**config.mk**
```make
export PLATFORM = sky130hd
export DESIGN_NAME = flpc_ram
export DESIGN_NICKNAME = d
export VERILOG_FILES = /design/src/hdl/flpc_ram.sv
export SDC_FILE = /design/constraint.sdc
export NUM_CORES = 2
export LEC_CHECK = 0
export BUFFER_PORTS_ARGS = -buffer_cell sky130_fd_sc_hd__buf_2
export CAP_MARGIN = 10
export CORE_MARGIN = 1.5
export CORE_UTILIZATION = 25
export DETAILED_ROUTE_END_ITERATION = 16
export HOLD_SLACK_MARGIN = 0.02
export PLACE_DENSITY_LB_ADDON = 0.05
export SYNTH_ARGS = -nofsm -noshare
export SYNTH_HDL_FRONTEND = slang
export SYNTH_SLANG_ARGS = --single-unit
```
**constraint.sdc**
```tcl
create_clock -name clk_i -period 2.9 [get_ports clk_i]
set_input_delay 0.435 -clock clk_i [delete_from_list [all_inputs] [get_ports clk_i]]
set_output_delay 0.435 -clock clk_i [all_outputs]
set_load 0.02 [all_outputs]
```
**src/hdl/flpc_ram.sv**
```systemverilog
module flpc_ram #(
  parameter int unsigned Width = 8,
  parameter int unsigned Depth = 256
) (
  input  logic                     clk_i,
  input  logic                     we_i,
  input  logic [$clog2(Depth)-1:0] waddr_i,
  input  logic [Width-1:0]         wdata_i,
  input  logic [$clog2(Depth)-1:0] raddr_i,
  output logic [Width-1:0]         rdata_o
);
  logic [Width-1:0] mem [Depth];

  // one write port, one registered read port
  always_ff @(posedge clk_i) begin
    if (we_i) begin
      mem[waddr_i] <= wdata_i;
    end
    rdata_o <= mem[raddr_i];
  end
endmodule

```
==> metrics.md <==
| Metric | Value |
|---|---|
| Worst Path Arrival | 3620 ps |
| Synth top area share | 77.3% |
| CP startpoint | mem[140][1] |
| Slew HR | 35.1% |
| GR Layer Usage met1 | 22.8% |
| Post-Place Cells | 8463 |
| CTS clk-pin slew, worst paths | 60 ps |
| Congestion Overflow GR | 0 |
| Slew of the pin with the lowest slew margin | 966 ps |
| GR Util met3 | 2.48% |
| RD Place Congestion | 0.761 |
| CP endpoint kind | register |
| WL/cell | 29.9 um |
| PortBufs | 33 |
| Reg2reg start | mem[140][1] |
| Final hold violations | 0 |
| GR Layer Usage met2 | 26.5% |
| Number of global-route vias before repair | 42.6k |
| Syn_area_per_cell | 21.3 um2 |
| Worst hold path class | in -> reg |
| Placed Area | 90800 um2 |
| Post-Syn Instances | 3733 |
| Root Buffer | clkbuf_16 |
| GRT busiest layer | met2 |
| Crit share post-route | 97.8% |
| Post-Synthesis Cell Area | 79600 um2 |
| Crit path max fanout | 1 |
| TritonCTS Sinks | 2056 |
| Post-CTS Setup Repair Bufs | 0 |
| Initial antenna violation count | 27 |
| Final Worst Setup Slack | 63.5 ps |
| Clock skew | 49.7 ps |
| Worst setup path category | reg -> reg |
| Post-synthesis mux area share | 14.6% |
| Die ar. | 322000 um2 |
| Setup-failing EPs final | 0 |
| H-tree Lvls | 4 |
| Vias | 40.4k |
| Initial core utilization | 25.2% |
| Critical R2R Capture | rdata_o[1] |
| Max-cap violation count | 0 |
| Sequential cell area fraction in the yosys report | 77.5% |
| Die width | 567 um |
| Synth area leader | edfxtp_1 |
| Ys async rst share | 0% |
| Avg Vias per Cell | 4.53 |
| Final cell count without fillers | 8913 |
| FF+latch count, synth | 2056 |
| Ports | 34 |
| Synth Area in XOR/XNOR | 0% |
| Netlist cell types | 55 |
| Synth Area in Adders | 0% |
| Layout Nets | 4575 |
| Final wirelength | 266 mm |
| Synth Area in Simple Gates | 2.63% |
| Cts bufs inserted | 238 |
| Standard-cell rows | 206 |
| DIE HEIGHT | 567 um |
| Layout overhead on the synthesized area | 23.9% |
| Main synth FF type | edfxtp_1 |
| Compound-Gate Fraction of Synth Area | 3.42% |
| Total GRT Usage | 16.4% |
| Syn nets | 3759 |
| Clock latency at the later pin of the worst-skew pair | 900 ps |
| Setup crit start kind | register |
| Setup_tns | 0 ps |
| Fraction of layout cells with a size suffix above 1 | 34.2% |
| Fmax | 353 MHz |
| Hold EP | mem[178][3] |
| Worst hold path depth | 1 |
| Cell area after layout | 98500 um2 |
| Reg2reg setup slack | 60 ps |
| Warnings, synthesis | 0 |
| R2R depth | 7 |
| Worst VDD drop | 0.454 mV |
| Clk buf depth | 4 |
| Most common cell after layout, fill and taps aside | edfxtp_1 |
| Largest cells by area after synthesis | edfxtp_1 77%, mux4_2 13%, mux2i_1 1.7%, nor2_1 1.3%, a22oi_1 1.3% |
| Largest family of logic cells by synthesized area | multiplexers |
| Dpl hpwl | 176 mm |
| Status | complete, no violations |
| Number of flops mapped to enable cells by yosys | 2048 |
| Routed Antenna Nets | 0 |
| DP Worst Slack | -1160 ps |
| # DRC | 0 |
| Largest net degree at the start of global routing | 108 |
| Beginning of the worst hold path | wdata_i[3] |
| DRT Pass-1 Iters | 5 |
| Core area | 316000 um2 |
| Commonest non-fill, non-tap cells in the layout | 2048 x edfxtp_1, 667 x buf_4, 454 x mux4_2 |
| Leak pwr | 31.6 nW |
| CP required | 3680 ps |
| Global-route wire length before repair | 366 mm |
| CTS tree | yes |
| Max Slew Vio Count | 0 |
| RSZ-0062 raised after global routing | no |
| PwrDens | 676 nW/um2 |
| Fin crit period | 2840 ps |
| Initial drt markers | 3239 |
==> logic make-up (layout without fill, tap and decap cells) <==
logic type             count (synthesis)  after routing
buffers and inverters                235           1248
multiplexers                         591            591
AND/OR/NAND/NOR                      466            466
flip-flops                          2056           2056
AO/OA/AOI/OAI                        385            385
other                                  0              7
==> metrics by stage <==
step	power, mW	util (%)	hold slack [ps]
after floorplan	35.0	-	534
after global placement	37.5	28.7	834
after detailed placement	37.5	28.8	835
after CTS	67.8	31.2	30.6
after global routing	68.9	31.2	73.4
final	66.6	31.2	88.0
==> layer usage <==
| metal | share of wire (%) | routed length (um) |
|---|---|---|
| met4 | 2.7 | 7140 |
| met2 | 47 | 125000 |
| met5 | 0.0053 | 14 |
| met3 | 4.1 | 10900 |
| met1 | 46 | 123000 |
==> cells in the mapped netlist (3+ instances only) <==
| library cell | number |
|---|---|
| a211oi_1 | 16 |
| nand3_1 | 34 |
| buf_4 | 27 |
| o211ai_1 | 10 |
| edfxtp_1 | 2048 |
| o32ai_1 | 4 |
| mux2i_1 | 134 |
| nor2_1 | 282 |
| buf_12 | 8 |
| a22o_1 | 8 |
| buf_2 | 31 |
| nor4_2 | 3 |
| buf_8 | 13 |
| o22a_1 | 5 |
| nand4_1 | 10 |
| nor2b_1 | 31 |
| a21oi_1 | 96 |
| and2_1 | 6 |
| mux4_2 | 454 |
| buf_1 | 22 |
| a22oi_1 | 133 |
| o221ai_1 | 46 |
| nor3_1 | 22 |
| buf_6 | 21 |
| o22ai_1 | 28 |
| nand2_1 | 33 |
| a221oi_1 | 13 |
| dfxtp_1 | 8 |
| nor4_1 | 24 |
| clkbuf_1 | 111 |
| nand2b_1 | 8 |
| o21ai_0 | 10 |
| or2_2 | 4 |
==> where the power goes <==
part           switching, mW  internal [mW]
combinational           2.38           1.50
clock                   12.3           17.6
sequential            0.0659           32.8
==> worst max-delay path by stage <==
stage / to / cells after the start
finish: rdata_o[1] / 7
global route: rdata_o[5] / 11
CTS: rdata_o[1] / 7
detailed placement: rdata_o[5] / 11
global placement: rdata_o[0] / 8
floorplan: rdata_o[2] / 9
==> registers in the layout (all words and copies together), names as in the netlist <==
| register | flops |
|---|---|
| mem | 2048 |
| rdata_o | 8 |
==> layout make-up <==
| type | instances | area, um2 |
|---|---|---|
| Tap cell | 4160 | 5200 |
| Clock buffer | 302 | 6340 |
| Antenna cell | 7 | 17.5 |
| Inverter | 2 | 7.51 |
| Sequential cell | 2056 | 61700 |
| Multi-Input combinational cell | 1442 | 16600 |
| Timing Repair Buffer | 809 | 7410 |
| Fill cell | 30399 | 217000 |
| Clock inverter | 135 | 1320 |
==> worst max-delay path, stage by stage, from the launching register on <==
cell and delay [ps]:
edfxtp_1 370, mux4_2 510, mux4_2 480, nor2_1 170, a2111oi_1 80, nor3_1 750
buf_4 290, nor4_1 60
==> timing repair <==
action | in CTS | in global routing
gates resized for setup | 3 | 0
hold buffers | 6 | 0
setup endpoints to repair | 2 | 0
hold endpoints to repair | 149 | 0
Power figures use the tool's default switching activity.
