File: src/hdl/flpc_sqrt.sv
module flpc_sqrt #(
  parameter int unsigned InW = 44
) (
  input  logic               clk_i,
  input  logic               rst_ni,
  input  logic               start_i,
  input  logic [InW-1:0]     rad_i,
  output logic               done_o,
  output logic [InW/2-1:0]   root_o,
  output logic [InW/2:0]     rem_o
);
  localparam int unsigned RootW = InW / 2;
  localparam int unsigned CntW = $clog2(RootW + 1);

  logic [InW-1:0]   rad_q, rad_d;
  logic [RootW-1:0] root_q, root_d;
  logic [RootW+1:0] rem_q, rem_d;
  logic [CntW-1:0]  cnt_q, cnt_d;
  logic             busy_q, busy_d;
  logic [RootW+1:0] trial;

  // restoring square root, one result bit per cycle
  always_comb begin
    rad_d  = rad_q;
    root_d = root_q;
    rem_d  = rem_q;
    cnt_d  = cnt_q;
    busy_d = busy_q;
    trial  = {rem_q[RootW-1:0], rad_q[InW-1 -: 2]} - {root_q, 2'b01};
    if (start_i) begin
      rad_d  = rad_i;
      root_d = '0;
      rem_d  = '0;
      cnt_d  = CntW'(RootW);
      busy_d = 1'b1;
    end else if (busy_q) begin
      rad_d = {rad_q[InW-3:0], 2'b00};
      if (!trial[RootW+1]) begin
        rem_d  = trial;
        root_d = {root_q[RootW-2:0], 1'b1};
      end else begin
        rem_d  = {rem_q[RootW-1:0], rad_q[InW-1 -: 2]};
        root_d = {root_q[RootW-2:0], 1'b0};
      end
      cnt_d = cnt_q - 1'b1;
      if (cnt_q == CntW'(1)) begin
        busy_d = 1'b0;
      end
    end
  end

  always_ff @(posedge clk_i or negedge rst_ni) begin
    if (!rst_ni) begin
      busy_q <= 1'b0;
      cnt_q  <= '0;
    end else begin
      busy_q <= busy_d;
      cnt_q  <= cnt_d;
    end
  end

  always_ff @(posedge clk_i) begin
    rad_q  <= rad_d;
    root_q <= root_d;
    rem_q  <= rem_d;
  end

  assign done_o = busy_q && (cnt_q == CntW'(1));
  assign root_o = root_d;
  assign rem_o  = rem_d[RootW:0];
endmodule

File: config.mk
export PLATFORM = sky130hd
export DESIGN_NAME = flpc_sqrt
export DESIGN_NICKNAME = d
export VERILOG_FILES = /design/src/hdl/flpc_sqrt.sv
export SDC_FILE = /design/constraint.sdc
export NUM_CORES = 1
export LEC_CHECK = 0
export ABC_AREA = 1
export BUFFER_PORTS_ARGS = -buffer_cell sky130_fd_sc_hd__buf_2
export CORE_ASPECT_RATIO = 1.5
export CORE_MARGIN = 4
export CORE_UTILIZATION = 40
export CTS_CLUSTER_DIAMETER = 200
export CTS_CLUSTER_SIZE = 30
export DETAILED_ROUTE_END_ITERATION = 7
export GPL_TIMING_DRIVEN = 0
export PLACE_DENSITY_LB_ADDON = 0.2
export SETUP_SLACK_MARGIN = 0.3
export SYNTH_ARGS = -nofsm -noshare
export SYNTH_HDL_FRONTEND = slang
export SYNTH_SLANG_ARGS = --single-unit
export TNS_END_PERCENT = 50
File: constraint.sdc
create_clock -name clk_i -period 2.6 [get_ports clk_i]
set_input_delay 0.13 -clock clk_i [delete_from_list [all_inputs] [get_ports clk_i]]
set_output_delay 0.13 -clock clk_i [all_outputs]
set_load 0.02 [all_outputs]
==> flow_summary_export.csv, run 1 <==
group,metric,value,unit
outcome,outcome,"finished, final reports clean",
final_layout,final_nets,1040,
die,die_h,155.7,um
worst_hold_path,min_from,"rad_i[9]",
die,initial_core_util,0.4116,
sta,setup_viol,0,
final_layout,num_antenna_cells,0,
placed_design,dp.cells,1110,
grt,antenna_found_initial,0,
grt,grt_pass1_wl,26.23,mm
synth,syn_nets,898,
worst_setup_path,crit_path_max_fanout,5,
clock_network,clockRootBuffer,"clkbuf_16",
worst_setup_path,cp-startpoint,"root_q[10]",
grt,grt-ovfl-total,0,
sta,period_needed,2.564,ns
clock_network,clock_sinks,95,
worst_setup_path,critPathKind,"flop to output pin",
synth,syn_area,0.005814,sq mm
die,core_area,0.01412,sq mm
final_layout,fin_area,0.008071,sq mm
final_layout,layout-drive-gt1-share,0.3563,
clock_network,cts_tree,"yes",
power_and_ir_drop,powerDensity,1328,mW/mm^2
worst_hold_path,hold_path_class,"primary input to flop",
die,die_w,106.4,um
sta,worstMarginPinSlew,0.6656,ns
worst_setup_path,timing.rr.start,"root_q[2]",
power_and_ir_drop,vdd_drop_max,0.5327,mV
grt,grt_max_degree,54,
synth,synth_edf_count,44,
sta,finalClockSkew,0.009510,ns
route,drt_pass1_iterations,4,
grt,grt_pass1_vias,5556,
clock_network,clkLatencyLatePin,0.36,ns
sta,max_freq,0.3901,GHz
synth,ys_seq_area_frac,0.4080,
placed_design,dp_hpwl,12.03,mm
placed_design,port-buffer-count,91,
sta,timing.hold.ws,0.03545,ns
synth,yosysWarnings,0,
route,via_per_inst,4.701,
route,drc,0,
worst_setup_path,worstPathRequired,2.47,ns
placed_design,gp_congestion,0.9017,
synth,synthDistinctLibCells,40,
synth,ys_dominant_reg_cell,"dfxtp_1",
run,drv_cap,0,
final_layout,multi_input_area,0.003460,sq mm
grt,gr-usage-met2,0.3892,
synth,synth.avg_cell_area,7.031,sq um
worst_setup_path,worstPathArrival,2.43,ns
route,ant_nets,0,
final_layout,synthToLayoutAreaGrowth,38.82,%
route,vias,5481,
sta,min_period_over_period,0.9860,
clock_network,htree_levels,3,
worst_setup_path,start_kind,"flop",
final_layout,fillers,1359,
die,row_count,53,
synth,synthArstFlopShare,0.06316,
route,routed_wl,16.38,mm
route,wl_per_cell,14.05,um
sta,relSlewSlack,0.5562,
worst_setup_path,end_kind,"output pin",
sta,report.final.slew_viol_count,0,
grt,grtUsageTotal,0.1997,
final_layout,stdcell_count,1166,
die,io_pins,93,
clock_network,cts_inserted_buffers,9,
grt,busiest_layer,"met2",
final_layout,area.sequential,0.002410,sq mm
sta,grt_setup_unrepaired,"true",
synth,netlist_instances,827,
power_and_ir_drop,leakagePower,4.118,nW
sta,hold_violations,0,
clock_network,clk_pin_slew_worst_paths,0.08,ns
grt,met3_usage,0.04182,
placed_design,placed_area,0.006511,sq mm
synth,synth-seq-cells,95,
grt,grtUsageMet1,0.1995,
route,drtIter0Drc,169,
clock_network,clk_path_buf_depth,2,
die,die_area,0.01657,sq mm
cell usage after synthesis (9+ instances only):
| cell | count | area (sq um) |
|---|---|---|
| nand2_1 | 324 | 1216 |
| o22ai_1 | 21 | 131.4 |
| nand2_2 | 9 | 56.30 |
| o21ai_0 | 11 | 55.05 |
| clkbuf_1 | 15 | 56.30 |
| nand3_1 | 56 | 280.3 |
| a21oi_1 | 12 | 60.06 |
| inv_1 | 121 | 454.2 |
| nor2_1 | 71 | 266.5 |
| edfxtp_1 | 44 | 1321 |
| xor2_1 | 9 | 78.83 |
| dfxtp_1 | 45 | 900.9 |
| ha_1 | 24 | 300.3 |
final cells by class:
class | instances | share of cell area
repair buffers | 131 | 0.1215
flip-flops and latches | 95 | 0.2986
plain buffers | 25 | 0.01984
inverters | 123 | 0.05813
clock inverters | 7 | 0.01566
clock buffers | 9 | 0.02790
multi-input cells | 584 | 0.4286
well taps | 192 | 0.02976
logic make-up (layout without fill, tap and decap cells):
group,after synthesis,in the layout,synth area share
simple gates,499,499,0.3714
buf+inv,148,295,0.1011
flops,95,95,0.4080
compound gates,51,51,0.05272
fa+ha+maj,24,24,0.05165
xor+xnor,10,10,0.01506
per-stage QoR:
stage,total power [W],setup slack (ns),setup TNS (ns),util
2_1_floorplan,0.005633,0.4128,0,-
3_3_place_gp,0.006827,0.001707,0,0.4610
3_5_place_dp,0.006858,-0.04276,-0.2172,0.4610
4_1_cts,0.009978,-0.003162,-0.003162,0.5475
5_1_grt,0.01151,-0.08509,-1.065,0.5714
6_report,0.01072,0.03631,0,0.5714
registers in the layout (all words and copies together), names as in the netlist:
signal and cells:
rad_q 44, rem_q 23, busy_q 1, cnt_q 5, root_q 22
layer usage:
layer / wire length (um) / share of wire
met1: 6084 / 0.37
met2: 8951 / 0.55
met3: 736 / 0.045
met4: 604 / 0.037
met5: 0 / 0
where the power goes:
group	switching (W)	leakage [nW]	internal [W]	total, W
combinational	0.00399	3.02	0.00317	0.00716
sequential	0.000181	0.930	0.00180	0.00198
clock	0.000628	0.169	0.000955	0.00158
total	0.00480	4.12	0.00592	0.0107
placed cells by master, fill, tap and decap left out, types with 4 or more instances in the layout:
cell       netlist  routed
clkbuf_1        15      13
inv_1          121      82
nor2_4           3      10
inv_2            2      38
nand2_4          6      13
dfxtp_2          0      27
nand3_2          4      21
nor2_2           6       6
nor2_1          71      64
o21ai_0         11      11
buf_6            1      21
buf_4            2      38
dfrtp_1          6       6
clkbuf_16        0      11
nand2_2          9      44
a21oi_1         12      12
buf_2            1      67
buf_1            5       5
nand3_1         56      39
ha_4             0      21
nand2_1        324     279
o22ai_1         21      21
edfxtp_1        44      44
dfxtp_1         45      17
buf_12           1       4
nand3b_1         4       4
xor2_1           9       9
nand4_1          6       6
worst max-delay path, stage by stage, from the launching register on:
cell	delay, ns
dfxtp_2	0.34
inv_4	0.04
ha_4	0.30
nand2_2	0.06
nand2_2	0.08
nand2_2	0.05
nand2_1	0.08
inv_1	0.05
nand2_2	0.08
nand2_4	0.09
nand3_4	0.13
nand2_8	0.10
buf_12	0.15
buf_16	0.13
nand3_2	0.06
nand3_2	0.07
nand2_2	0.10
inv_2	0.04
buf_6	0.12
timing repair:
action / 4_1_cts / 5_1_grt
setup endpoints to repair: 44 / 27
hold buffers: 1 / 0
gates resized for setup: 162 / 81
gates cloned: 1 / 2
endpoints found under the hold margin: 6 / 0
pin swaps: 24 / 50
setup buffers: 27 / 9
final timing paths:
| check | end | slack, ns | cells past startpoint |
|---|---|---|---|
| worst max-delay path | rem_o[14] | 0.04 | 18 |
| worst min-delay path | rad_q[9] | 0.04 | 3 |
| worst max register to register | rem_q[19] | 0.40 | 15 |
| worst min register to register | cnt_q[3] | 0.49 | 1 |
| max in group asynchronous | cnt_q[1] | 2.33 | 2 |
| min in group asynchronous | busy_q | 0.13 | 2 |
No activity file was read; power rests on OpenSTA's default activity.
==> run 2, diff against run 1 <==
--- a/config.mk
+++ b/config.mk
@@ -16,6 +16,7 @@
 export GPL_TIMING_DRIVEN = 0
 export PLACE_DENSITY_LB_ADDON = 0.2
 export SETUP_SLACK_MARGIN = 0.3
+export SKIP_CTS_REPAIR_TIMING = 1
 export SYNTH_ARGS = -nofsm -noshare
 export SYNTH_HDL_FRONTEND = slang
 export SYNTH_SLANG_ARGS = --single-unit
==> constraint.sdc (replaced) <==
create_clock -name clk_i -period 2.8 [get_ports clk_i]
set_input_delay 0.14 -clock clk_i [delete_from_list [all_inputs] [get_ports clk_i]]
set_output_delay 0.14 -clock clk_i [all_outputs]
set_load 0.02 [all_outputs]
==> flow_summary_export.csv, run 2 (synthesis results as in run 1) <==
group,metric,value,unit
final_layout,regMostFlops,"rad_q",
clock_network,clk_pin_slew_worst_paths,0.08,ns
sta,min_period_over_period,0.9367,
worst_setup_path,critPathKind,"flop to output pin",
worst_setup_path,worstPathArrival,2.48,ns
sta,period_needed,2.623,ns
clock_network,clk_path_buf_depth,2,
route,drtIter0Drc,172,
worst_hold_path,hold_path_class,"primary input to flop",
power_and_ir_drop,clockPowerShare,0.154,
power_and_ir_drop,p_switching,0.004342,W
power_and_ir_drop,p_comb_frac,0.653,
worst_setup_path,start_kind,"flop",
worst_setup_path,worstPathRequired,2.66,ns
worst_setup_path,worst_path_max_delay_cell,"dfxtp_2",
final_layout,layout-drive-gt1-share,0.3166,
power_and_ir_drop,vdd_drop_max,0.4651,mV
clock_network,clock_sinks,95,
run,drv_cap,0,
worst_setup_path,slowest_delay,0.39,ns
placed_design,port-buffer-count,91,
sta,finalClockSkew,0.01038,ns
power_and_ir_drop,powerDensity,1218,mW/mm^2
worst_setup_path,cp_num_buf_inv,4,
clock_network,cts_inserted_buffers,9,
final_layout,num_antenna_cells,0,
outcome,outcome,"finished, final reports clean",
power_and_ir_drop,pwr-share-seq,0.192,
final_layout,final_common_cell,"nand2_1",
power_and_ir_drop,swShare,0.4565,
route,drt_pass1_iterations,4,
sta,relSlewSlack,0.4506,
clock_network,cts_tree,"yes",
grt,grt_pass1_vias,5238,
die,io_pins,93,
clock_network,clkLatencyLatePin,0.36,ns
sta,max_freq,0.3813,GHz
grt,grt_max_degree,54,
final_layout,final_cell_mix,"nand2_1 (279), inv_1 (90), buf_2 (70)",
die,initial_core_util,0.4116,
grt,grtUsageTotal,0.1882,
sta,grt_setup_unrepaired,"true",
sta,setup_viol,0,
sta,fin_tns_setup,0,ns
route,ant_nets,0,
worst_setup_path,path_cells,"ha_4, nand2_4, inv_1, nand2_2, nand2_2, a21oi_4, nand3_4, nand2_8, nand2_8, clkbuf_16, nand2_2, nand3_1, nand2_1, inv_2, buf_6",
clock_network,htree_levels,3,
route,vias,5406,
power_and_ir_drop,leakagePower,4.039,nW
final_layout,reg_top3,"rad_q: 44 flops, rem_q: 23 flops, root_q: 22 flops",
sta,worstMarginPinSlew,0.8241,ns
route,routed_wl,15.96,mm
final_layout,final_nets,1023,
placed_design,dp_hpwl,12.03,mm
grt,grt_pass1_wl,24.76,mm
route,via_per_inst,4.705,
die,row_count,53,
route,drc,0,
die,die_h,155.7,um
sta,report.final.slew_viol_count,0,
worst_setup_path,end_kind,"output pin",
placed_design,gp_congestion,0.9017,
worst_setup_path,worst_path_most_repeated_cell,"nand2_2",
final_layout,synthToLayoutAreaGrowth,34.30,%
final_layout,largest_reg_flops,44,
sta,hold_violations,0,
clock_network,clockRootBuffer,"clkbuf_16",
die,die_w,106.4,um
grt,grt-ovfl-total,0,
worst_setup_path,cp_top_family,"simple AND/OR/NAND/NOR gates",
worst_setup_path,crit_path_max_fanout,5,
power_and_ir_drop,internal_power,0.005169,W
grt,antenna_found_initial,0,
die,core_area,0.01412,sq mm
die,die_area,0.01657,sq mm
sta,timing.hold.ws,0.04438,ns
route,wl_per_cell,13.89,um
run 2: cell types whose count changed in the layout (fill, tap and decap cells not counted), sizes merged:
| cell | change |
|---|---|
| buf | -16 |
| clkbuf | -1 |
run 2: path summary, 6_finish.rpt:
kind | startpoint | to | slack, ns | depth (start not counted)
min reg2reg | cnt_q[3] | cnt_q[3] | 0.49 | 1
max in group asynchronous | rst_ni | cnt_q[1] | 2.52 | 2
max | rem_q[16] | rem_o[9] | 0.18 | 15
min in group asynchronous | rst_ni | busy_q | 0.14 | 2
min | rad_i[9] | rad_q[9] | 0.04 | 3
max reg2reg | rem_q[16] | rem_q[12] | 0.59 | 15
run 2: worst reg2reg max path: stages (launching register included):
cell and delay [ns]:
dfxtp_2 0.39, ha_4 0.24, nand2_4 0.09, inv_1 0.05
nand2_2 0.05, nand2_2 0.08, a21oi_4 0.27, nand3_4 0.16
nand2_8 0.15, nand2_8 0.08, clkbuf_16 0.17, nand2_4 0.05
nand3_2 0.06, nand2_2 0.10, inv_2 0.04, buf_4 0.12
run 2: cell type report:
class | instances | area [sq um]
inverters | 123 | 464.2
repair buffers | 114 | 779.5
flip-flops and latches | 95 | 2397
plain buffers | 25 | 143.9
clock buffers | 9 | 225.2
clock inverters | 7 | 126.4
well taps | 192 | 240.2
multi-input cells | 584 | 3432
fillers | 1391 | 6316
run 2: power by group through the flow:
stage | Sequential [W] | Combinational (W) | Clock, W
detailed placement | 0.00180 | 0.00457 | 0
finish | 0.00183 | 0.00621 | 0.00147
floorplan | 0.00176 | 0.00347 | 0
global placement | 0.00180 | 0.00454 | 0
CTS | 0.00177 | 0.00459 | 0.00150
global route | 0.00185 | 0.00685 | 0.00155
run 2: per-layer routing:
metal,track usage,up-vias,part of all wire
met5,0,-,0
met3,0.03975,35,0.040
met4,0.07739,0,0.034
li1,-,2846,-
met1,0.1932,2419,0.38
met2,0.3648,106,0.54
run 2: metrics by stage:
stage	setup slack (ns)	util	std cells	cell area [sq um]	total power [W]
floorplan	0.6128	-	827	5816	0.005231
global placement	0.1817	0.4610	1110	6511	0.006339
detailed placement	0.1372	0.4610	1110	6511	0.006368
CTS	-0.1968	0.4859	1126	6863	0.007861
global route	0.05875	0.5528	1149	7809	0.01025
finish	0.1773	0.5528	1149	7809	0.009510
